`src/gpp_pkg.sv`:
```
// Shared types, constants and constant tables for the genotype posterior block.
// No dependencies.
`default_nettype none
package gpp_pkg;

   localparam int MAX_VARIANTS = 4096;
   localparam int MAX_POPS     = 8;
   localparam int VAR_W        = 12;
   localparam int POP_W        = 3;
   localparam int LN_CELLS     = 16;
   localparam int POW_CELLS    = 16;

   localparam logic [15:0] LN2_Q16   = 16'd45426;
   localparam logic [16:0] LOG2E_Q16 = 17'd94548;

   localparam logic [1:0] CMD_LOAD = 2'd0;
   localparam logic [1:0] CMD_GENO = 2'd1;
   localparam logic [1:0] CMD_END  = 2'd2;

   localparam logic [1:0] GT_HOM_REF = 2'd0;
   localparam logic [1:0] GT_HET     = 2'd1;
   localparam logic [1:0] GT_HOM_ALT = 2'd2;
   localparam logic [1:0] GT_MISSING = 2'd3;

   localparam logic CSR_MIN_FREQ    = 1'b0;
   localparam logic CSR_POPS_IN_USE = 1'b1;

   // word moving down the log chain: two lanes, f and 1-f
   typedef struct packed {
      logic             v;
      logic [POP_W-1:0] pop;
      logic [15:0]      mf;
      logic [15:0]      mq;
      logic [15:0]      ff;
      logic [15:0]      fq;
      logic [3:0]       ef;
      logic [3:0]       eq;
   } ln_token_type;

   // word moving down the power chain
   typedef struct packed {
      logic             v;
      logic [POP_W-1:0] pop;
      logic [31:0]      w;
      logic [15:0]      r;
      logic [4:0]       k;
      logic             z;
   } wt_token_type;

   typedef logic [31:0] pow_arr_type [POW_CELLS];

   function automatic logic [63:0] isqrt64(input logic [63:0] v);
      logic [63:0] x;
      logic [63:0] r;
      logic [63:0] b;
      x = v;
      r = 64'd0;
      b = 64'd1 << 62;
      for (int i = 0; i < 32; i++) begin
         if (b > x) b = b >> 2;
      end
      for (int i = 0; i < 32; i++) begin
         if (b != 64'd0) begin
            if (x >= r + b) begin
               x = x - (r + b);
               r = (r >> 1) + b;
            end else begin
               r = r >> 1;
            end
            b = b >> 2;
         end
      end
      return r;
   endfunction

   // Q0.31 factors 2^(-2^-i), i = 1..16, by repeated square roots
   function automatic pow_arr_type make_pow();
      pow_arr_type t;
      logic [63:0] p;
      p = isqrt64(64'd1 << 61);
      t[0] = p[31:0];
      for (int j = 1; j < POW_CELLS; j++) begin
         p = isqrt64(p << 31);
         t[j] = p[31:0];
      end
      return t;
   endfunction

   localparam pow_arr_type POW_TAB = make_pow();

endpackage
`default_nettype wire

```
`src/gpp_pow_cell.sv`:
```
// One step of the weight chain: multiplies by a Q0.31 factor when the top
// fraction bit is set. Depends on gpp_pkg.
`default_nettype none
module gpp_pow_cell
   import gpp_pkg::*;
(
   input  wire logic         clock,
   input  wire logic         reset,
   input  wire logic [31:0]  factor,
   input  wire wt_token_type tok_in,
   output wt_token_type      tok_out
);

   wt_token_type tok_ff, tok_in_nxt;
   logic [63:0]  prod;

   always_comb begin
      tok_in_nxt = tok_in;
      prod = 64'(tok_in.w) * 64'(factor);
      if (tok_in.r[15]) tok_in_nxt.w = prod[62:31];
      tok_in_nxt.r = {tok_in.r[14:0], 1'b0};
   end

   always_ff @(posedge clock) begin
      if (reset) tok_ff <= '0;
      else       tok_ff <= tok_in_nxt;
   end

   assign tok_out = tok_ff;

endmodule
`default_nettype wire

```
`config.mk`:
```
export PLATFORM = sky130hd
export DESIGN_NAME = gpp_pow_cell
export DESIGN_NICKNAME = d
export VERILOG_FILES = /design/src/gpp_pkg.sv /design/src/gpp_pow_cell.sv
export SDC_FILE = /design/constraint.sdc
export NUM_CORES = 2
export LEC_CHECK = 0
export BUFFER_PORTS_ARGS = -buffer_cell sky130_fd_sc_hd__buf_4
export CAP_MARGIN = 15
export CORE_ASPECT_RATIO = 2
export CORE_MARGIN = 5
export CORE_UTILIZATION = 51
export CTS_CLUSTER_SIZE = 30
export DETAILED_ROUTE_END_ITERATION = 8
export GPL_ROUTABILITY_DRIVEN = 1
export GPL_TIMING_DRIVEN = 1
export HOLD_SLACK_MARGIN = 0.03
export PLACE_DENSITY_LB_ADDON = 0.3
export SYNTH_ARGS = -nofsm -noshare
export SYNTH_HDL_FRONTEND = slang
export SYNTH_SLANG_ARGS = --single-unit
```
`constraint.sdc`:
```
create_clock -name clock -period 9.1 [get_ports clock]
set_input_delay 0.91 -clock clock [delete_from_list [all_inputs] [get_ports clock]]
set_output_delay 0.91 -clock clock [all_outputs]
set_load 0.01 [all_outputs]
```
* Word-level counts from Yosys, hierarchy flattened
Cells that the tools add are included.
Word-level totals: register bits 58, output and inout port bits 58
Cells by class: multiply operators 1, multiplexer cells 1
Operator list (number):
- multiplier 32 x 32 -> 63 bit | 1
- two-way mux 32 bit | 1

* Depth between registers and ports, before layout
depth in word-level cells 2, depth in mapped cells 28, mapped depth without buffers 26

* Least setup slack after synthesis
OpenSTA, ideal clock, no wires.
path type input -> register, start point in factor[9], end point reg tok_ff (netlist bit tok_out[47]), data arrival time 7534 ps, slack 1437 ps, cell stages on the path 26, path buffers 2, cells stage by stage clkbuf_1 > and2_1 > fa_1 > fa_1 > inv_1 > fa_1 > fa_1 > inv_1 > fa_1 > fa_1 > fa_1 > inv_1 > fa_1 > inv_1 > ha_1 > clkbuf_1 > a21o_1 > o21bai_1 > a2111oi_0 > o32ai_1 > nor2_1 > o21a_1 > a21boi_0 > a31oi_1 > xor2_1 > o21ai_0
Between the ends: longest elaborated chain between the ends 2
RTL lines:
- start: declaration | RTL line gpp_pow_cell.sv:9 | input wire logic [31:0] factor,
- multiplier 32 x 32 -> 63 bit | RTL line gpp_pow_cell.sv:19 | prod = 64'(tok_in.w) * 64'(factor);
- two-way mux 32 bit | RTL line gpp_pow_cell.sv:20 | if (tok_in.r[15]) tok_in_nxt.w = prod[62:31];
- end signal: assignment | RTL line gpp_pow_cell.sv:26 | else tok_ff <= tok_in_nxt;
- end: declaration | RTL line gpp_pow_cell.sv:14 | wt_token_type tok_ff, tok_in_nxt;
No other way between the ends. A chain may end at the register's enable or synchronous reset.

* Worst setup path after layout
start point in factor[17], end point reg tok_ff (netlist bit tok_out[49])
The elaborated chain is that of the path after synthesis.

==> flow_metrics.env <==
export IMPL_viasPerCell=5.71
export IMPL_final_common_cell="fa_1"
export IMPL_cts_buffers=9
export IMPL_drt_wl_total_um=114000
export IMPL_synth_compound_area_share_pct=4.14
export IMPL_nets=4993
export IMPL_avgSynthCellArea_um2=9.12
export IMPL_holdPathStages=2
export IMPL_tritoncts="yes"
export IMPL_cts_root_buf="clkbuf_16"
export IMPL_yosysTopAreaCell="fa_1"
export IMPL_yosysTopAreaCellShare_pct=52.0
export IMPL_fp_dieH_um=377
export IMPL_grt_max_degree=41
export IMPL_cap_violations=0
export IMPL_dpl_hpwl_um=90000
export IMPL_synth_simple_area_share_pct=18.4
export IMPL_grt_first_pass_wirelength_um=173000
export IMPL_die_w_um=194
export IMPL_ant_nets=0
export IMPL_syn_nets=5013
export IMPL_path_class="in -> reg"
export IMPL_gp_congestion=0.967
export IMPL_drt_iter0_drc=1617
export IMPL_synth_cells=3773
export IMPL_synth_ff_type="dfxtp_1"
export IMPL_synth_top_family_by_area="adder cells"
export IMPL_diodes=0
export IMPL_fin_crit_ns=8.50
export IMPL_grt_overflow=0
export IMPL_io_buffer_count=148
export IMPL_dp_cells=4626
export IMPL_antenna_found_initial=2
export IMPL_layout_drive_gt1_share_pct=5.67
export IMPL_grt_total_usage_pct=31.5
export IMPL_synth_area_leaders="fa_1, and2_1, inv_1, ha_1, nand2_1"
export IMPL_setup_tns_ns=0
export IMPL_finalSetupViolations=0
export IMPL_yosysWarnings=0
export IMPL_startpoint_type="input port"
export IMPL_rsz0062_at_grt="no"
export IMPL_cts_hold_buffers=0
export IMPL_cp_common_cell="fa_1"
export IMPL_grt_pass1_vias=30384
export IMPL_status="finished, final reports clean"
export IMPL_clk_pin_slew_worst_paths_ns=0.05
export IMPL_rows=134
export IMPL_ys_seq_elements=57
export IMPL_wl_per_cell_um=24.5
export IMPL_critPathRequiredTime_ns=9.34
export IMPL_async_flop_share_pct=0
export IMPL_muxShareOfSynthArea_pct=0.262
export IMPL_max_slew_margin_pct=23.8
export IMPL_syn_to_final_growth_pct=5.77
export IMPL_synthAdderAreaFrac_pct=61.3
export IMPL_worst_slew_pin_slew_ns=1.14
export IMPL_max_freq_mhz=118
export IMPL_hold_path_end="tok_out[54]"
export IMPL_cp_end_kind="register"
export IMPL_crit_path_top_delay_cell="o41ai_4"
export IMPL_ctsResizeCount=0
export IMPL_dieArea_mm2=0.0730
export IMPL_instances_no_fill=4642
export IMPL_report_final_slew_viol_count=0
export IMPL_min_path_type="in -> reg"
export IMPL_hold_start="tok_in[54]"
export IMPL_core_area_mm2=0.0669
export IMPL_arrival_ns=8.74
export IMPL_initial_core_util_pct=51.4
export IMPL_via_count=26498
export IMPL_cts_buffer_depth=2
export IMPL_drc=0
export IMPL_largest_reg_flops=57
export IMPL_ys_seq_area_share_pct=3.32
export IMPL_numClockSinks=57
export IMPL_boundaryPins=150
export IMPL_critPathMaxFanout=28
export IMPL_syn_area_mm2=0.0344
export IMPL_post_route_period_util_pct=93.4
export IMPL_drt_first_pass_iters=6
export IMPL_layout_common_cells="fa_1, inv_1, and2_1"
export IMPL_ys_types=56
export IMPL_synth_xor_area_share_pct=0.815
export IMPL_cts_htree_levels=3
export IMPL_post_cts_setup_buffers=0
export IMPL_max_stage_delay_ns=0.61
export IMPL_finalHoldViolCount=0
export IMPL_synth_edff_count=0
[kinds of logic (layout without fill, tap and decap cells)]
logic type	Yosys count	count (layout)
adder cells (fa/ha/maj)	1148	1148
AND/OR/NAND/NOR	1236	1236
XOR/XNOR	32	32
flip-flops	57	57
buffers and inverters	1078	1063
other	1	1
AO/OA/AOI/OAI	212	212
multiplexers	9	9
[worst max path at each step]
| stage | depth (start not counted) | startpoint | slack (ns) | end |
|---|---|---|---|---|
| 2_1_floorplan | 26 | factor[9] | 1.44 | tok_out[47] |
| 3_3_place_gp | 24 | tok_in[36] | 0.39 | tok_out[52] |
| 3_5_place_dp | 23 | tok_in[30] | 0.30 | tok_out[52] |
| 4_1_cts | 23 | tok_in[30] | 0.66 | tok_out[52] |
| 5_1_grt | 23 | tok_in[30] | 0.23 | tok_out[52] |
| 6_report | 25 | factor[17] | 0.60 | tok_out[49] |
[stage by stage]
stage                     util, %  cell area [um2]  hold slack [ns]  setup slack (ns)
after floorplan                 -            34400             1.04              1.44
after global placement       53.9            36100             1.12             0.385
after detailed placement     53.9            36100             1.12             0.298
after CTS                    54.4            36400            0.761             0.656
after global routing         54.4            36400            0.762             0.234
final                        54.4            36400            0.764             0.601
[routing by layer]
| metal | vias to the layer above | wire length, um | GRT usage [%] |
|---|---|---|---|
| li1 | 10879 | - | - |
| met1 | 13565 | 32000 | 28.7 |
| met2 | 1363 | 58700 | 57.2 |
| met3 | 691 | 6490 | 3.74 |
| met4 | 0 | 16600 | 34.3 |
| met5 | - | 0 | 0 |
[synthesized netlist by cell type (11+ instances only)]
| master | instances |
|---|---|
| nand3_1 | 19 |
| and2_1 | 588 |
| nor3_1 | 12 |
| a21o_1 | 35 |
| o21ai_0 | 40 |
| a21oi_1 | 54 |
| o21bai_1 | 11 |
| fa_1 | 894 |
| xor2_1 | 11 |
| clkbuf_1 | 212 |
| nor2_1 | 45 |
| nand2_1 | 505 |
| inv_1 | 860 |
| nor2b_1 | 27 |
| xnor2_1 | 21 |
| a31oi_1 | 12 |
| nand4_1 | 17 |
| ha_1 | 254 |
| dfxtp_1 | 57 |
[worst max-delay path: cells and delay by family]
| kind | cells | cell delay [ns] |
|---|---|---|
| xor+xnor | 1 | 0.09 |
| simple gates | 6 | 1.19 |
| buf+inv | 5 | 0.79 |
| compound gates | 4 | 1.21 |
| fa+ha+maj | 9 | 4.54 |
[area by class of cell]
cell class / count / area, um2
Fill cell: 6176 / 30500
Clock buffer: 9 / 225
Multi-Input combinational cell: 2638 / 29200
Timing Repair Buffer: 187 / 1420
Tap cell: 884 / 1110
Inverter: 860 / 3230
Sequential cell: 57 / 1140
Clock inverter: 7 / 62.6
Power is left out: the tool's default activity adds up to more than one toggle a clock period on the data nets, which glitch-free logic cannot reach.
