### src/gpp_pkg.sv
// Shared types, constants and constant tables for the genotype posterior block.
// No dependencies.
`default_nettype none
package gpp_pkg;

   localparam int MAX_VARIANTS = 4096;
   localparam int MAX_POPS     = 8;
   localparam int VAR_W        = 12;
   localparam int POP_W        = 3;
   localparam int LN_CELLS     = 16;
   localparam int POW_CELLS    = 16;

   localparam logic [15:0] LN2_Q16   = 16'd45426;
   localparam logic [16:0] LOG2E_Q16 = 17'd94548;

   localparam logic [1:0] CMD_LOAD = 2'd0;
   localparam logic [1:0] CMD_GENO = 2'd1;
   localparam logic [1:0] CMD_END  = 2'd2;

   localparam logic [1:0] GT_HOM_REF = 2'd0;
   localparam logic [1:0] GT_HET     = 2'd1;
   localparam logic [1:0] GT_HOM_ALT = 2'd2;
   localparam logic [1:0] GT_MISSING = 2'd3;

   localparam logic CSR_MIN_FREQ    = 1'b0;
   localparam logic CSR_POPS_IN_USE = 1'b1;

   // word moving down the log chain: two lanes, f and 1-f
   typedef struct packed {
      logic             v;
      logic [POP_W-1:0] pop;
      logic [15:0]      mf;
      logic [15:0]      mq;
      logic [15:0]      ff;
      logic [15:0]      fq;
      logic [3:0]       ef;
      logic [3:0]       eq;
   } ln_token_type;

   // word moving down the power chain
   typedef struct packed {
      logic             v;
      logic [POP_W-1:0] pop;
      logic [31:0]      w;
      logic [15:0]      r;
      logic [4:0]       k;
      logic             z;
   } wt_token_type;

   typedef logic [31:0] pow_arr_type [POW_CELLS];

   function automatic logic [63:0] isqrt64(input logic [63:0] v);
      logic [63:0] x;
      logic [63:0] r;
      logic [63:0] b;
      x = v;
      r = 64'd0;
      b = 64'd1 << 62;
      for (int i = 0; i < 32; i++) begin
         if (b > x) b = b >> 2;
      end
      for (int i = 0; i < 32; i++) begin
         if (b != 64'd0) begin
            if (x >= r + b) begin
               x = x - (r + b);
               r = (r >> 1) + b;
            end else begin
               r = r >> 1;
            end
            b = b >> 2;
         end
      end
      return r;
   endfunction

   // Q0.31 factors 2^(-2^-i), i = 1..16, by repeated square roots
   function automatic pow_arr_type make_pow();
      pow_arr_type t;
      logic [63:0] p;
      p = isqrt64(64'd1 << 61);
      t[0] = p[31:0];
      for (int j = 1; j < POW_CELLS; j++) begin
         p = isqrt64(p << 31);
         t[j] = p[31:0];
      end
      return t;
   endfunction

   localparam pow_arr_type POW_TAB = make_pow();

endpackage
`default_nettype wire

### src/gpp_div.sv
// Restoring divider, one quotient bit a cycle, 17-bit quotient.
// Depends on gpp_pkg.
`default_nettype none
module gpp_div
   import gpp_pkg::*;
(
   input  wire logic        clock,
   input  wire logic        reset,
   input  wire logic        start,
   input  wire logic [47:0] num,
   input  wire logic [34:0] den,
   output logic             done,
   output logic [16:0]      quot
);

   logic        busy_ff, done_ff;
   logic [4:0]  cnt_ff;
   logic [34:0] rem_ff, den_ff;
   logic [16:0] nl_ff, q_ff;
   logic [35:0] r2;

   assign r2 = {rem_ff, nl_ff[16]};

   always_ff @(posedge clock) begin
      if (reset) begin
         busy_ff <= 1'b0;
         done_ff <= 1'b0;
      end else begin
         done_ff <= 1'b0;
         if (start) begin
            busy_ff <= 1'b1;
         end else if (busy_ff && cnt_ff == 5'd1) begin
            busy_ff <= 1'b0;
            done_ff <= 1'b1;
         end
      end
   end

   always_ff @(posedge clock) begin
      if (start) begin
         rem_ff <= 35'(num[47:17]);
         nl_ff  <= num[16:0];
         den_ff <= den;
         q_ff   <= 17'd0;
         cnt_ff <= 5'd17;
      end else if (busy_ff) begin
         if (r2 >= {1'b0, den_ff}) begin
            rem_ff <= 35'(r2 - {1'b0, den_ff});
            q_ff   <= {q_ff[15:0], 1'b1};
         end else begin
            rem_ff <= r2[34:0];
            q_ff   <= {q_ff[15:0], 1'b0};
         end
         nl_ff  <= {nl_ff[15:0], 1'b0};
         cnt_ff <= cnt_ff - 5'd1;
      end
   end

   assign done = done_ff;
   assign quot = q_ff;

endmodule
`default_nettype wire

### config.mk
export PLATFORM = sky130hd
export DESIGN_NAME = gpp_div
export DESIGN_NICKNAME = d
export VERILOG_FILES = /design/src/gpp_pkg.sv /design/src/gpp_div.sv
export SDC_FILE = /design/constraint.sdc
export NUM_CORES = 1
export LEC_CHECK = 0
export BUFFER_PORTS_ARGS = -buffer_cell sky130_fd_sc_hd__buf_2
export CORE_MARGIN = 1.5
export CORE_UTILIZATION = 59
export CTS_BUF_LIST = sky130_fd_sc_hd__clkbuf_2 sky130_fd_sc_hd__clkbuf_4 sky130_fd_sc_hd__clkbuf_8
export CTS_CLUSTER_DIAMETER = 30
export DETAILED_ROUTE_END_ITERATION = 10
export HOLD_SLACK_MARGIN = 0.12
export PLACE_DENSITY = 0.87
export SLEW_MARGIN = 20
export SYNTH_ARGS = -nofsm -noshare
export SYNTH_HDL_FRONTEND = slang
export SYNTH_SLANG_ARGS = --single-unit
### constraint.sdc
create_clock -name clock -period 3.65 [get_ports clock]
set_clock_uncertainty 0.1 [all_clocks]
set_input_delay 0.1825 -clock clock [delete_from_list [all_inputs] [get_ports clock]]
set_output_delay 0.1825 -clock clock [all_outputs]
set_load 0.1 [all_outputs]
* Word-level counts from Yosys, hierarchy flattened
Cells that the tools add are included.
W data, S select, Z words.
** Operators by class
- $lt $le $gt $ge :: 1
- Multiplexer cells :: 9
- Reduce and logical (&&, ||, !) cells :: 4
- Equality and inequality tests :: 1
- $add $sub $neg :: 2
** Operators by type and width (count)
- $mux W31 :: 2
- $ge A36 B35 Y1 :: 1
- $mux W35 :: 1
- $sub A35 B35 Y35 :: 1
- $mux W17 :: 2
- $eq A5 B1 Y1 const B :: 1
- $sub A5 B1 Y5 const B :: 1
- $mux W1 :: 4
- $reduce_bool A2 Y1 :: 2
- $reduce_or A2 Y1 :: 1
- $logic_and A1 B1 Y1 :: 1
** Word-level totals
- Input port bits :: 86
- Word-level logic and storage cells :: 25
- Bits in registers :: 111
- Output and inout port bits :: 18

* Logic depth before layout (Yosys ltp)
- Depth in word-level cells :: 4
- Depth in mapped cells :: 14

* Worst setup path after synthesis
Ideal clock, no wire load.
- Path kind :: register to register
- From :: register rem_ff[1]
- To :: register rem_ff[29] (data pin)
- Arrival time :: 2.727 ns
- Clock period less this slack :: 3.088 ns
- Setup slack :: 0.562 ns
- Cell stages (with the launch flop) :: 11
- Path buffers :: 0
- Library setup time :: 0.261 ns
- Cell sequence :: edfxtp_1 ha_1 a211o_1 a221oi_4 a211oi_1 a211o_1 o211ai_2 a31oi_1 a21o_1 and3_1 o32a_1
** Between the ends
- Word-level cells in the longest chain between the ends :: 4
** Ends and longest elaborated chain
- start: declaration :: RTL line gpp_div.sv:18 : logic [34:0] rem_ff, den_ff;
- start signal: assignment :: RTL line gpp_div.sv:41 : rem_ff <= 35'(num[47:17]);
- start signal: assignment :: RTL line gpp_div.sv:48 : rem_ff <= 35'(r2 - {1'b0, den_ff});
- start signal: assignment :: RTL line gpp_div.sv:51 : rem_ff <= r2[34:0];
- $sub A35 B35 Y35 or $ge A36 B35 Y1 (tied branches) :: RTL line gpp_div.sv:48, gpp_div.sv:47
- $mux W35 * :: RTL line gpp_div.sv:47 : if (r2 >= {1'b0, den_ff}) begin
- $mux W31 * :: RTL line gpp_div.sv:46 : end else if (busy_ff) begin
- $mux W31 * :: RTL line gpp_div.sv:40 : if (start) begin
Mark *: on every way between the ends. The rest lies on a longest branch, timed or not. The select of a mux whose other input is x is not followed.
A chain may end at the register's enable or synchronous reset.

* Worst setup path after layout
- From :: register rem_ff[1]
- To :: register rem_ff[27] (data pin)
The elaborated chain is that of the path after synthesis.

==> results.md <==
- Final hold vios: 0
- Hold crit path type: in2reg
- Avg WL per Cell: 16.7 um
- Crit path required time: 3.68 ns
- Max Fanout on Critical Path: 5
- Count leader, synth: edfxtp_1
- Ys async rst share: 0
- Post-CTS Setup Bufs: 0
- Number of antenna violations at the first check in global routing: 0
- Post-Syn Nets: between 700 and 800
- Clk Latency, worst-skew pair: about 0.41 ns
- Clk slew on worst S/H paths: 0.11 ns
- Final Max Tran Viols: 0
- Period minus WS final: approximately 3.4 ns
- Total grt overflow: 0
- Gr usage total: 0.285
- Hpwl dp: 10200 um
- Worst VDD drop: 0.000395 V
- Total CTS buffers: 9
- IO Count: ~100
- Top cell by count, worst path: a211o_1
- RSZ-0062 raised after global routing: false
- Internal: 2.35 mW
- Yosys reg bits: 111
- CTS tree: yes
- Reg power frac: 0.435
- Max_slew headroom: 0.368
- Final setup vio count: 0
- Share of power burned in combinational logic: 0.357
- Total wire length: 16000 um
- Fmax: 291 MHz
- Final Cycle Share: 0.942
- IO Port Bufs: between 100 and 150
- Post-synth EDFFs: between 80 and 90
- CP arrival: 3.47 ns
- Hold-critical path depth: 3
- Clock Path Buffers: 2
- Die span in x: 108 um
- Placed inst area: 7190 um^2
- Buf/Inv on CP: 0
- CP Cell Sequence: ha_1 -> a211o_1 -> a221oi_4 -> a211oi_1 -> a211o_1 -> o211ai_2 -> a21boi_0 -> o41ai_1 -> or3_1 -> a32oi_1
- Power Density: 438 nW/um^2
- Layout cells sized above 1: 0.193
- WP depth: 10
- Ys Warns: 0
- Layout fillers: 704
- Synth top area share: 0.383
- GP Congestion: between 0.8 and 0.9
- Nets: about 940
- Mapped cell area: 6500 um^2
- Reg2Reg Depth: 10
- Core ar.: 10800 um^2
- Vias in the first global route: around 5600
- Antenna-violating nets left: 0
- P&R area growth vs syn: 26.8%
- Sw frac: 0.350
- Syn avg cell area: about 10 um^2
- Initial Util: 0.602
- Crit Path Class: reg2reg
- Crit path launch type: register
- Critical path's top delay family: compound AO/OA/AOI/OAI gates
- Root buffer cell: clkbuf_8
- Unique masters post-synth: 66
- Net Sw Power: ~1.3 mW
- Setup TNS after final layout: 0 ns
- Max-cap viol count: 0
- Cells after synthesis: approximately 630
- Die ar.: 11700 um^2
- Vias per cell: 5.80
- Clk pwr share: 0.208
- Status: completed
- Lkg Pwr: 3.49 nW
- Sequential-to-total area share from yosys stat: 0.470
- Largest net degree at the start of global routing: 72
- Post-layout instance area: 8240 um^2
- Drc violations: 0
- 1st-iter DRT viols: around 290
- Max stage delay on crit path: 0.41 ns
- Row count: 38
- First-pass GRT wire length: 25700 um
- Crit-path slowest cell: edfxtp_1
- CP endpoint kind: register
- H-tree depth: 3
- Worst Tran Pin Value: approximately 0.95 ns
- Clock Sinks: between 100 and 150
- Antenna diode count: 0
- First-pass iteration count of the detailed router: 5
- Top cells by count, synth: edfxtp_1 (83), inv_1 (54), nor2_1 (48)
- Leading area contributor after synthesis: edfxtp_1
- Synth Flop Type: edfxtp_1
- Die H: 108 um
- Via count: 5560
- Area contributors post-synth: edfxtp_1 (38%), dfxtp_1 (8.6%), ha_1 (7.1%)
[layout make-up]
cell class	instances	area (um^2)	area share
clock inverters	7	75.1	0.00911
clock buffers	9	124	0.0150
well taps	140	175	0.0213
flip-flops and latches	111	3050	0.370
repair buffers	197	1470	0.179
multi-input cells	440	3140	0.381
inverters	55	206	0.0250
[flip-flops by register name, indices dropped and copies added, names as in the netlist]
| register | flops |
|---|---|
| busy_ff | 1 |
| cnt_ff | 5 |
| den_ff | 35 |
| done | 1 |
| nl_ff | 17 |
| quot | 17 |
| rem_ff | 35 |
[cell families (layout without fill, tap and decap cells)]
group / after synthesis / after routing / share of synthesized area
xor+xnor: 20 / 20 / 0.0269
mux: 60 / 60 / 0.0958
fa+ha+maj: 38 / 38 / 0.0743
simple gates: 171 / 171 / 0.129
buf+inv: 82 / 268 / 0.0495
compound gates: 151 / 151 / 0.155
flops: 111 / 111 / 0.470
[timing repair]
action,CTS,global route
resized for setup,0,5
endpoints found under the hold margin,85,0
hold buffers,84,0
endpoints found under the setup margin,0,25
[final timing paths]
check,startpoint,endpoint,slack (ns)
max,rem_ff[1],rem_ff[27],0.21
max reg2reg,rem_ff[1],rem_ff[27],0.21
min reg2reg,cnt_ff[1],cnt_ff[1],0.41
min,start,rem_ff[14],0.16
[metrics by stage]
stage | std cells | hold WS, ns | worst slack, ns | utilization | power, mW
floorplan | 633 | 0.155 | 0.562 | - | 2.46
global placement | 859 | 0.259 | 0.336 | 0.666 | 2.72
detailed placement | 859 | 0.261 | 0.191 | 0.666 | 2.77
CTS | 959 | 0.141 | 0.168 | 0.763 | 3.58
global route | 959 | 0.204 | 0.0263 | 0.764 | 3.80
finish | 959 | 0.165 | 0.210 | 0.764 | 3.61
[power by group through the flow]
stage               clock [mW]  combinational [mW]  sequential, mW
finish                   0.752                1.29            1.57
global route             0.810                1.41            1.58
CTS                      0.764                1.25            1.57
detailed placement           0                1.18            1.59
global placement             0                1.13            1.59
floorplan                    0               0.878            1.58
[routing by layer]
metal | track usage | wire (um)
met5 | 0 | 0
met4 | 0.124 | 377
met3 | 0.0585 | 895
met2 | 0.511 | 8180
met1 | 0.329 | 6570
[worst reg2reg max path, stage by stage (launching register included)]
cell and delay [ns]:
edfxtp_1 0.41, ha_1 0.38, a211o_1 0.35, a221oi_4 0.32, a211oi_1 0.18, a211o_1 0.37
o211ai_2 0.24, a21boi_0 0.20, o41ai_1 0.37, or3_1 0.17, a32oi_1 0.08
[layout by cell type (no fill, tap or decap), types with 7 or more instances in the layout]
cell           instances
nand3_1               19
clkbuf_8               9
a21o_1                11
o21ai_0               44
edfxtp_1              83
or3_1                  7
mux2i_1               42
inv_1                 54
a211oi_1               7
ha_1                  37
a21oi_1               32
dfxtp_1               28
dlygate4sd3_1         84
xor2_1                 7
buf_4                  8
buf_2                102
nand2_1               46
nor2_1                48
mux2_2                18
xnor2_1               13
No activity file was read; power rests on OpenSTA's default activity.
