==> src/gpp_pkg.sv <==
// Shared types, constants and constant tables for the genotype posterior block.
// No dependencies.
`default_nettype none
package gpp_pkg;

   localparam int MAX_VARIANTS = 4096;
   localparam int MAX_POPS     = 8;
   localparam int VAR_W        = 12;
   localparam int POP_W        = 3;
   localparam int LN_CELLS     = 16;
   localparam int POW_CELLS    = 16;

   localparam logic [15:0] LN2_Q16   = 16'd45426;
   localparam logic [16:0] LOG2E_Q16 = 17'd94548;

   localparam logic [1:0] CMD_LOAD = 2'd0;
   localparam logic [1:0] CMD_GENO = 2'd1;
   localparam logic [1:0] CMD_END  = 2'd2;

   localparam logic [1:0] GT_HOM_REF = 2'd0;
   localparam logic [1:0] GT_HET     = 2'd1;
   localparam logic [1:0] GT_HOM_ALT = 2'd2;
   localparam logic [1:0] GT_MISSING = 2'd3;

   localparam logic CSR_MIN_FREQ    = 1'b0;
   localparam logic CSR_POPS_IN_USE = 1'b1;

   // word moving down the log chain: two lanes, f and 1-f
   typedef struct packed {
      logic             v;
      logic [POP_W-1:0] pop;
      logic [15:0]      mf;
      logic [15:0]      mq;
      logic [15:0]      ff;
      logic [15:0]      fq;
      logic [3:0]       ef;
      logic [3:0]       eq;
   } ln_token_type;

   // word moving down the power chain
   typedef struct packed {
      logic             v;
      logic [POP_W-1:0] pop;
      logic [31:0]      w;
      logic [15:0]      r;
      logic [4:0]       k;
      logic             z;
   } wt_token_type;

   typedef logic [31:0] pow_arr_type [POW_CELLS];

   function automatic logic [63:0] isqrt64(input logic [63:0] v);
      logic [63:0] x;
      logic [63:0] r;
      logic [63:0] b;
      x = v;
      r = 64'd0;
      b = 64'd1 << 62;
      for (int i = 0; i < 32; i++) begin
         if (b > x) b = b >> 2;
      end
      for (int i = 0; i < 32; i++) begin
         if (b != 64'd0) begin
            if (x >= r + b) begin
               x = x - (r + b);
               r = (r >> 1) + b;
            end else begin
               r = r >> 1;
            end
            b = b >> 2;
         end
      end
      return r;
   endfunction

   // Q0.31 factors 2^(-2^-i), i = 1..16, by repeated square roots
   function automatic pow_arr_type make_pow();
      pow_arr_type t;
      logic [63:0] p;
      p = isqrt64(64'd1 << 61);
      t[0] = p[31:0];
      for (int j = 1; j < POW_CELLS; j++) begin
         p = isqrt64(p << 31);
         t[j] = p[31:0];
      end
      return t;
   endfunction

   localparam pow_arr_type POW_TAB = make_pow();

endpackage
`default_nettype wire

==> src/gpp_ln_cell.sv <==
// One squaring step of the log2 chain, two lanes side by side.
// Depends on gpp_pkg.
`default_nettype none
module gpp_ln_cell
   import gpp_pkg::*;
(
   input  wire logic         clock,
   input  wire logic         reset,
   input  wire ln_token_type tok_in,
   output ln_token_type      tok_out
);

   ln_token_type tok_ff, tok_in_nxt;
   logic [31:0]  pf, pq;

   always_comb begin
      tok_in_nxt = tok_in;
      pf = tok_in.mf * tok_in.mf;
      pq = tok_in.mq * tok_in.mq;
      if (pf[31]) begin
         tok_in_nxt.mf = pf[31:16];
         tok_in_nxt.ff = {tok_in.ff[14:0], 1'b1};
      end else begin
         tok_in_nxt.mf = pf[30:15];
         tok_in_nxt.ff = {tok_in.ff[14:0], 1'b0};
      end
      if (pq[31]) begin
         tok_in_nxt.mq = pq[31:16];
         tok_in_nxt.fq = {tok_in.fq[14:0], 1'b1};
      end else begin
         tok_in_nxt.mq = pq[30:15];
         tok_in_nxt.fq = {tok_in.fq[14:0], 1'b0};
      end
   end

   always_ff @(posedge clock) begin
      if (reset) tok_ff <= '0;
      else       tok_ff <= tok_in_nxt;
   end

   assign tok_out = tok_ff;

endmodule
`default_nettype wire

==> config.mk <==
export PLATFORM = sky130hd
export DESIGN_NAME = gpp_ln_cell
export DESIGN_NICKNAME = d
export VERILOG_FILES = /design/src/gpp_pkg.sv /design/src/gpp_ln_cell.sv
export SDC_FILE = /design/constraint.sdc
export NUM_CORES = 1
export LEC_CHECK = 0
export ABC_AREA = 1
export BUFFER_PORTS_ARGS = -buffer_cell sky130_fd_sc_hd__clkbuf_2
export CAP_MARGIN = 40
export CORE_MARGIN = 2
export CORE_UTILIZATION = 36
export CTS_CLUSTER_DIAMETER = 200
export DETAILED_ROUTE_END_ITERATION = 10
export PLACE_DENSITY_LB_ADDON = 0.1
export SETUP_SLACK_MARGIN = 0.05
export SLEW_MARGIN = 20
export SYNTH_ARGS = -nofsm -noshare
export SYNTH_HDL_FRONTEND = slang
export SYNTH_SLANG_ARGS = --single-unit
==> constraint.sdc <==
create_clock -name clock -period 9.3 [get_ports clock]
set_clock_uncertainty 0.05 [all_clocks]
set_input_delay 1.86 -clock clock [delete_from_list [all_inputs] [get_ports clock]]
set_output_delay 1.86 -clock clock [all_outputs]
set_load 0.1 [all_outputs]
# After elaboration in Yosys (flattened, before gate mapping)
# Cells that the tools add are included.
# totals
ff_bits	76
in_bits	78
output_inout_bits	76
elab_cells	14
# classes
mul	2
mux	4
# ops
cell	n
multiplier 16 x 16 -> 32 bit	2
2-to-1 mux 16 bit	2
2-to-1 mux 1 bit	2

# Depth between registers and ports, before layout
# Gate-level depths: netlist of the first run.
# logic_depth
ltp_word	2
ltp_mapped	30
mapped_depth_nobuf	28

# Least setup slack after synthesis of the first run
# Ideal clock, no wire load.
# synth_timing
path_kind	in2reg
startpoint	in tok_in[53] (netlist bit)
endpoint	reg tok_ff (netlist bit tok_out[43])
setup_ns	0.113
arrival_time_ns	6.963
t_required_ns	9.137
slack_ns	2.174
cell_stages	26
n_path_buf	3
path_cell_list	clkbuf_1 > clkbuf_1 > nand2_1 > fa_1 > fa_1 > inv_1 > fa_1 > fa_1 > fa_1 > inv_1 > fa_1 > inv_1 > ha_1 > nand2_1 > inv_1 > nand2_1 > nand2_1 > nand2_1 > nand2_1 > a21oi_2 > nand2_2 > nand2_2 > nand2_2 > buf_6 > nor2_1 > nor2_1
# synth_between
elab_chain_cells	2
# synth_rtl
element	line	source
from (decl)	gpp_ln_cell.sv:9	input wire ln_token_type tok_in,
multiplier 16 x 16 -> 32 bit	gpp_ln_cell.sv:19	pq = tok_in.mq * tok_in.mq;
2-to-1 mux 16 bit	gpp_ln_cell.sv:27	if (pq[31]) begin
to (signal assigned)	gpp_ln_cell.sv:38	else tok_ff <= tok_in_nxt;
to (decl)	gpp_ln_cell.sv:13	ln_token_type tok_ff, tok_in_nxt;
# No other way between the ends.
# A chain may end at the register's enable or synchronous reset.

# Worst setup path after layout of the first run
# layout_timing
startpoint	in tok_in[48] (netlist bit)
endpoint	reg tok_ff (netlist bit tok_out[42])
# The elaborated chain is that of the path after synthesis.

==> run metrics, run 1 <==
Synth Register Bits=76; final setup vio count=0; Syn. warnings=0; Top FF cell, synth=dfxtp_1; CP dominant cell by count=inv_1; clk buf depth=2; Max Slew Vio Count=0; cell with the most instances after synthesis=inv_1; Commonest cells post-synth=790 x inv_1, 652 x nand2_1, 322 x fa_1, 201 x ha_1, 153 x nor2_1; post-route ant nets=0; I/O Pins=154; ranking of synthesized cells by area=fa_1 35%, inv_1 16%, ha_1 14%; Slew @ Worst Pin=0.682 ns; Final Hold Fails=0; RSZ-0062 raised after global routing=no; setup repair bufs after CTS=0; post-synth cell types=38; GR Overflow Total=0; WS Path Type=in2reg; Worst Hold Depth=3; Core Region=50400 um2; starting density of the core=36.6%; Synth top area share=34.9%; DRC=0; Worst EP required=9.47 ns; Area Overhead vs Synth=8.98%; number of synthesized flops with an enable pin=0; Worst path top cell family by delay=adder cells; Mapped Area=18500 um2; port bufs=151; Die Span X=230 um; number of flip-flops in the largest register=76; CTS tree=built; Vias/cell=4.41; GPL Wtd Cong=0.872; Hold Crit Class=in2reg; post-CTS resize count=0; critical path's largest stage delay=0.54 ns; Synth Instances=2536; vias in the first global route=15800; Slew Limit Headroom=54.5%; Setup crit end kind=register; WL final=43.7 mm; CP Launch Type=primary input; f_max=136 MHz; Worst path slowest cell=fa_1; WP buf/inv=8; TritonRoute pass-1 iters=7; CTS root buf=clkbuf_16; global-route wire length before repair=76.1 mm; Max Cap Viol=0; Async S/R FF share, synth=0%; Final nets=3228; DR vias=14600; largest net degree at the start of global routing=46; Data arrival, critical path=7.51 ns; TritonCTS buffer count=9; Synth Net Count=3137; Avg WL per Cell=13.2 um; initial antenna violation count=0; Hold Startpoint=tok_in[25]; status=finished, final reports clean; Die H=230 um; fraction of layout cells with a size suffix above 1=7.94%; Hold Path End=tok_out[26]; die area=53100 um2; Post-DP HPWL=38.4 mm; area leader, netlist=fa_1; Crit Path Max Fanout=17; Final period util=79.0%; GRT Total Usage=17.4%; Clock Sinks=76; Seq/Total Area, Yosys=8.24%; setup tns final=0 ns; Mean Syn Cell Area=7.28 um2; Antenna diodes=0; clk slew on worst S/H paths=0.06 ns; drt initial violations=489; hold buffer count at CTS=0; Cell Rows=82; min Tclk post-route=7.35 ns; CTS H-tree lvls=3
-- worst max-delay path by stage --
stage          cells past startpoint  slack, ns        from          end
2_1_floorplan                     26       2.17  tok_in[53]  tok_out[43]
3_3_place_gp                      26       1.64  tok_in[43]  tok_out[55]
3_5_place_dp                      26       1.61  tok_in[48]  tok_out[55]
4_1_cts                           26       1.96  tok_in[48]  tok_out[55]
5_1_grt                           26       1.53  tok_in[48]  tok_out[42]
6_report                          26       1.95  tok_in[48]  tok_out[42]
-- per-stage QoR --
stage	hold slack, ns	setup WS, ns	cells	utilization (%)	instance area, um2
2_1_floorplan	1.92	2.17	2536	-	18500
3_3_place_gp	2.00	1.64	3287	39.2	19700
3_5_place_dp	2.01	1.61	3288	39.2	19800
4_1_cts	1.65	1.96	3304	39.9	20100
5_1_grt	1.65	1.53	3304	39.9	20100
6_report	1.66	1.95	3304	39.9	20100
-- metal layers --
metal	vias to the layer above	GRT usage (%)	wire, um
li1	7396	-	-
met1	6973	21.0	19100
met2	164	33.9	23200
met3	46	1.19	722
met4	0	2.94	691
met5	-	0	0
-- final cells by class --
type                            instances  area [um2]
Sequential cell                        76        1520
Inverter                              794        2980
Multi-Input combinational cell       1594       13600
Timing Repair Buffer                  152         783
Clock buffer                           12         246
Tap cell                              672         841
Fill cell                            5383       30300
Clock inverter                          4         120
-- cells in the final DEF (no fill, tap or decap), types with 7 or more instances in the layout --
cell / n
nor3_1: 19
nand4_1: 17
xor2_1: 18
nor2_1: 153
nand3_1: 93
a21oi_1: 39
dfxtp_1: 76
clkbuf_2: 151
o21bai_1: 14
fa_1: 322
clkbuf_16: 9
inv_1: 790
nand2_1: 652
nand2_2: 17
xnor2_1: 8
o21ai_0: 7
nand3b_1: 7
ha_1: 201
-- logic make-up after synthesis --
group / synth area share (%)
flops: 8.24
fa+ha+maj: 48.5
xor+xnor: 1.32
simple gates: 21.7
buf+inv: 17.9
compound gates: 2.22
Power of run 1 is not shown: default switching activity piles up to over one toggle a cycle in this logic, so the estimate is an artifact.
==> run 2, diff against run 1 <==
==> constraint.sdc (replaced) <==
create_clock -name clock -period 6.8 [get_ports clock]
set_clock_uncertainty 0.05 [all_clocks]
set_input_delay 1.36 -clock clock [delete_from_list [all_inputs] [get_ports clock]]
set_output_delay 1.36 -clock clock [all_outputs]
set_load 0.1 [all_outputs]
==> run metrics, run 2 (synthesis results as in run 1) <==
Max Cap Viol=0 (unchanged); CTS tree=built; fraction of layout cells with a size suffix above 1=13.2% (+5.3 points); Worst Hold Depth=3 (unchanged); TritonRoute pass-1 iters=5 (-2); GRT Total Usage=17.3% (-0.15 points); DR vias=15200 (+4.2%); RSZ-0062 raised after global routing=yes; initial antenna violation count=0 (unchanged); Slew @ Worst Pin=0.669 ns (-0.0128 ns); vias in the first global route=16500 (+4.9%); CTS root buf=clkbuf_16; Worst path depth=25 (-3.8%); port bufs=151 (unchanged); routed wl met2=24.0 mm (+3.4%); Final Hold Fails=0 (unchanged); setup repair bufs after CTS=0 (unchanged); most frequent cells in the layout=790 x inv_1, 649 x nand2_1, 322 x fa_1, 201 x ha_1, 148 x nor2_1; design area=21300 um2 (+5.8%); final setup vio count=0 (unchanged); post-CTS resize count=0 (unchanged); status=finished, final reports clean; Die H=230 um (unchanged); Vias/cell=4.40 (-0.24%); number of flip-flops in the largest register=76 (unchanged); CP dominant cell by count=nand2_1; Clock Sinks=76 (unchanged); Crit Path Max Fanout=9 (-8); critical path's largest stage delay=0.56 ns (+0.02 ns); TritonCTS buffer count=9 (unchanged); Post-DP HPWL=40.0 mm (+4.0%); Hold Crit Class=in2reg; WS Path Type=in2reg; Worst path slowest cell=fa_1; Final nets=3375 (+4.6%); Critical path origin=tok_in[66]; GPL Wtd Cong=0.848 (-2.7%); Area Overhead vs Synth=15.3%; metal3 WL=826 um (+14%); Core Region=50400 um2 (unchanged); global-route wire length before repair=76.1 mm (about the same); Final period util=94.9%; Place WS=-0.104 ns (-1.71 ns); hold buffer count at CTS=0 (unchanged); GR Overflow Total=0 (unchanged); Top Layer Used=met4; I/O Pins=154 (unchanged); f_max=155 MHz; Data arrival, critical path=6.66 ns (-0.85 ns); DRC=0 (unchanged); CP Launch Type=primary input; die area=53100 um2 (unchanged); WP buf/inv=7 (-1); fin util=42.3% (+2.3 points); starting density of the core=36.6% (unchanged); drt initial violations=428 (-12%); Cell Rows=82 (unchanged); Worst EP required=7.01 ns (-2.46 ns); clk slew on worst S/H paths=0.06 ns (about the same); clk buf depth=2 (unchanged); Avg WL per Cell=12.6 um (-4.9%); Slew Limit Headroom=55.3% (+0.85 points); Area after DPL=20900 um2 (+5.8%); Setup crit end kind=register; commonest non-fill, non-tap cell in the layout=inv_1; CTS H-tree lvls=3 (unchanged); largest net degree at the start of global routing=46 (unchanged); Antenna diodes=0 (unchanged); DRT met1 WL=17.8 mm (-6.5%); Hold Startpoint=tok_in[17]; PnR worst setup slack=0.344 ns (-1.61 ns); Die Span X=230 um (unchanged); min Tclk post-route=6.46 ns; Max Slew Vio Count=0 (unchanged); Worst path top cell family by delay=adder cells; WL final=43.4 mm (-0.68%); post-route ant nets=0 (unchanged)
run 2: changes by cell type in the layout (fill, tap and decap cells not counted), moves of 3 or more:
| cell | change |
|---|---|
| nand2_4 | +4 |
| nor2_1 | -5 |
| clkinv_4 | +3 |
| clkbuf_2 | -5 |
| nand2_1 | -3 |
| nor2_2 | +5 |
| buf_2 | +5 |
| buf_12 | +4 |
| buf_4 | +143 |
run 2: per-stage QoR:
| stage | hold WS (ns) | TNS, ns | instances |
|---|---|---|---|
| 6_report | 1.17 | 0 | 3451 |
| 3_5_place_dp | 1.51 | -1.14 | 3435 |
| 2_1_floorplan | 1.42 | 0 | 2536 |
| 3_3_place_gp | 1.50 | -0.213 | 3434 |
| 5_1_grt | 1.16 | 0 | 3451 |
| 4_1_cts | 1.15 | 0 | 3451 |
run 2: final timing paths:
check | slack, ns | endpoint
max | 0.34 | tok_out[68]
min | 1.17 | tok_out[18]
run 2: routing by layer:
| layer | vias up | GRT usage [%] |
|---|---|---|
| li1 | 7694 | - |
| met1 | 7273 | 19.6 |
| met2 | 172 | 35.0 |
| met3 | 52 | 1.17 |
| met4 | 0 | 3.08 |
| met5 | - | 0 |
run 2: worst min-delay path: cells and delay by family:
family | cells | cell delay, ns
and+or+nand+nor | 1 | 0.03
buffers and inverters | 2 | 0.12
run 2: cell type report:
| type | instances | area [um2] |
|---|---|---|
| clock buffers | 9 | 225 |
| clock inverters | 7 | 100 |
| fillers | 5277 | 29100 |
| inverters | 794 | 2980 |
| multi-input cells | 1594 | 13700 |
| flip-flops and latches | 76 | 1520 |
| well taps | 672 | 841 |
| repair buffers | 299 | 1940 |
Power of run 2 is left out for the same reason.
==> run 3, diff against run 2 <==
--- a/config.mk
+++ b/config.mk
@@ -5,9 +5,7 @@
 export SDC_FILE = /design/constraint.sdc
 export NUM_CORES = 1
 export LEC_CHECK = 0
-export ABC_AREA = 1
 export BUFFER_PORTS_ARGS = -buffer_cell sky130_fd_sc_hd__clkbuf_2
-export CAP_MARGIN = 40
 export CORE_MARGIN = 2
 export CORE_UTILIZATION = 36
 export CTS_CLUSTER_DIAMETER = 200
==> constraint.sdc (replaced) <==
create_clock -name clock -period 5.63 [get_ports clock]
set_clock_uncertainty 0.05 [all_clocks]
set_input_delay 1.126 -clock clock [delete_from_list [all_inputs] [get_ports clock]]
set_output_delay 1.126 -clock clock [all_outputs]
set_load 0.1 [all_outputs]
==> run metrics, run 3 <==
status=finished with violations; failing checks=setup timing; initial antenna violation count=0 (unchanged); Cell Rows=78 (-4.9%); Place WS=-1.74 ns (-1.64 ns); Synth top area share=39.2% (+4.2 points); post-route ant nets=0 (unchanged); starting density of the core=36.3% (-0.30 points); Async S/R FF share, synth=0% (unchanged); CP Launch Type=primary input; Worst EP required=5.80 ns (-1.21 ns); DR vias=12600 (-17%); area leader, netlist=fa_1; vias in the first global route=13300 (-20%); die area=47400 um2 (-11%); number of flip-flops in the largest register=76 (unchanged); clk slew on worst S/H paths=0.06 ns (about the same); WL final=41.0 mm (-5.6%); clk buf depth=2 (unchanged); Vias/cell=4.43 (+0.60%); GPL Wtd Cong=0.836 (-1.5%); cell with the most instances after synthesis=inv_1; final setup vio count=34 (+34); Die H=218 um (-5.5%); min Tclk post-route=6.74 ns; Mapped Area=16500 um2 (-11%); Max Slew Vio Count=0 (unchanged); global-route wire length before repair=68.0 mm (-11%); TritonCTS buffer count=9 (unchanged); Area Overhead vs Synth=29.9%; Top FF cell, synth=dfxtp_1; fraction of layout cells with a size suffix above 1=28.2% (+15 points); Post-DP HPWL=37.3 mm (-6.7%); ranking of synthesized cells by area=fa_1 39%, ha_1 15%, inv_1 11%; WS Path Type=in2reg; most frequent cells in the layout=478 x inv_1, 316 x buf_4, 314 x fa_1, 185 x ha_1, 169 x nand2_1; I/O Pins=154 (unchanged); f_max=148 MHz; commonest non-fill, non-tap cell in the layout=inv_1; Setup crit end kind=register; Clock Sinks=76 (unchanged); largest net degree at the start of global routing=66 (+43%); Slew Limit Headroom=53.4% (-1.9 points); Max Cap Viol=0 (unchanged); hold buffer count at CTS=0 (unchanged); port bufs=151 (unchanged); Synth Instances=1805 (-29%); Final nets=2849 (-16%); CTS H-tree lvls=3 (unchanged); post-synth cell types=61 (+61%); Core Region=45300 um2 (-10%); Avg WL per Cell=14.4 um (+14%); Mean Syn Cell Area=9.12 um2 (+25%); Die Span X=218 um (-5.5%); fin util=47.2% (+4.9 points); Data arrival, critical path=6.91 ns (+0.25 ns); Syn. warnings=0 (unchanged); Synth Net Count=2406 (-23%); Synth Register Bits=76 (unchanged); TritonRoute pass-1 iters=6 (+1); drt initial violations=433 (+1.2%); Seq/Total Area, Yosys=9.24% (+1.0 points); GR Overflow Total=0 (unchanged); CTS root buf=clkbuf_16; RSZ-0062 raised after global routing=yes; number of synthesized flops with an enable pin=0 (unchanged); PnR worst setup slack=-1.11 ns (-1.46 ns); Final Hold Fails=0 (unchanged); Commonest cells post-synth=495 x inv_1, 322 x fa_1, 201 x ha_1, 180 x nand2_1, 83 x and2_1; Slew @ Worst Pin=0.699 ns (+0.0299 ns); GRT Total Usage=17.8% (+0.52 points); Final period util=120%; DRC=0 (unchanged); Crit Path Max Fanout=6 (-3); CTS tree=built; Hold Crit Class=in2reg
==> run 3: kinds of logic (layout without fill, tap and decap cells) <==
kind of cell	Yosys count	after routing	synth area share [%]
adders and majority gates	523	523	54.4
xor gates and xnor gates	52	52	2.81
other	0	1	0
AOI/OAI and AO/OA	138	138	5.93
muxes	32	32	2.04
buffers and inverters	550	998	12.7
and+or+nand+nor	434	434	12.8
DFF	76	76	9.24
==> run 3: timing repair <==
action                                  4_1_cts  5_1_grt
pin swaps                                    34       30
buffers inserted                             11        2
endpoints found under the setup margin       34       34
gates cloned                                  1        0
gates resized for setup                     100       46
==> run 3: critical path, cell delays in order <==
cell and delay, ns:
clkbuf_16 0.13, buf_6 0.11, nand2_4 0.05, inv_2 0.04
fa_1 0.54, inv_2 0.04, fa_1 0.50, inv_1 0.05
fa_1 0.49, inv_2 0.04, fa_1 0.47, inv_1 0.05
fa_1 0.47, inv_1 0.05, fa_1 0.49, inv_2 0.05
ha_4 0.26, and4_1 0.19, a21o_1 0.15, o31ai_4 0.10
o211ai_4 0.20, a31oi_4 0.12, o41ai_4 0.35, xnor2_2 0.16
buf_6 0.17, mux2_4 0.32, a2111oi_4 0.19
==> run 3: layout make-up <==
cell class,instances,area (um2)
multi-input cells,1179,13300
repair buffers,487,3610
clock buffers,12,236
fillers,4430,23900
flip-flops and latches,76,1520
clock inverters,4,50.0
inverters,495,1860
well taps,600,751
diodes,1,2.50
==> run 3: worst paths after layout <==
kind / end / slack [ns] / cells past startpoint / start
setup / recovery: tok_out[54] / -1.11 / 27 / tok_in[43]
hold / removal: tok_out[27] / 0.96 / 2 / tok_in[26]
==> run 3: per-layer routing <==
metal / part of all wire, % / global-route usage (%) / vias to the layer above
met2: 42 / 27.1 / 175
met3: 3.0 / 1.19 / 13
li1: - / - / 6261
met5: 0 / 0 / -
met1: 54 / 28.4 / 6189
met4: 0.39 / 1.50 / 0
==> run 3: stage by stage <==
stage,hold WS [ns],cell area (um2),TNS [ns],instances
5_1_grt,0.955,21400,-41.80,2853
3_3_place_gp,1.29,20400,-52.84,2824
6_report,0.961,21400,-34.75,2854
3_5_place_dp,1.29,20400,-54.77,2824
2_1_floorplan,1.20,16900,-37.59,1805
4_1_cts,0.954,21200,-36.10,2852
Power of run 3 is left out for the same reason.
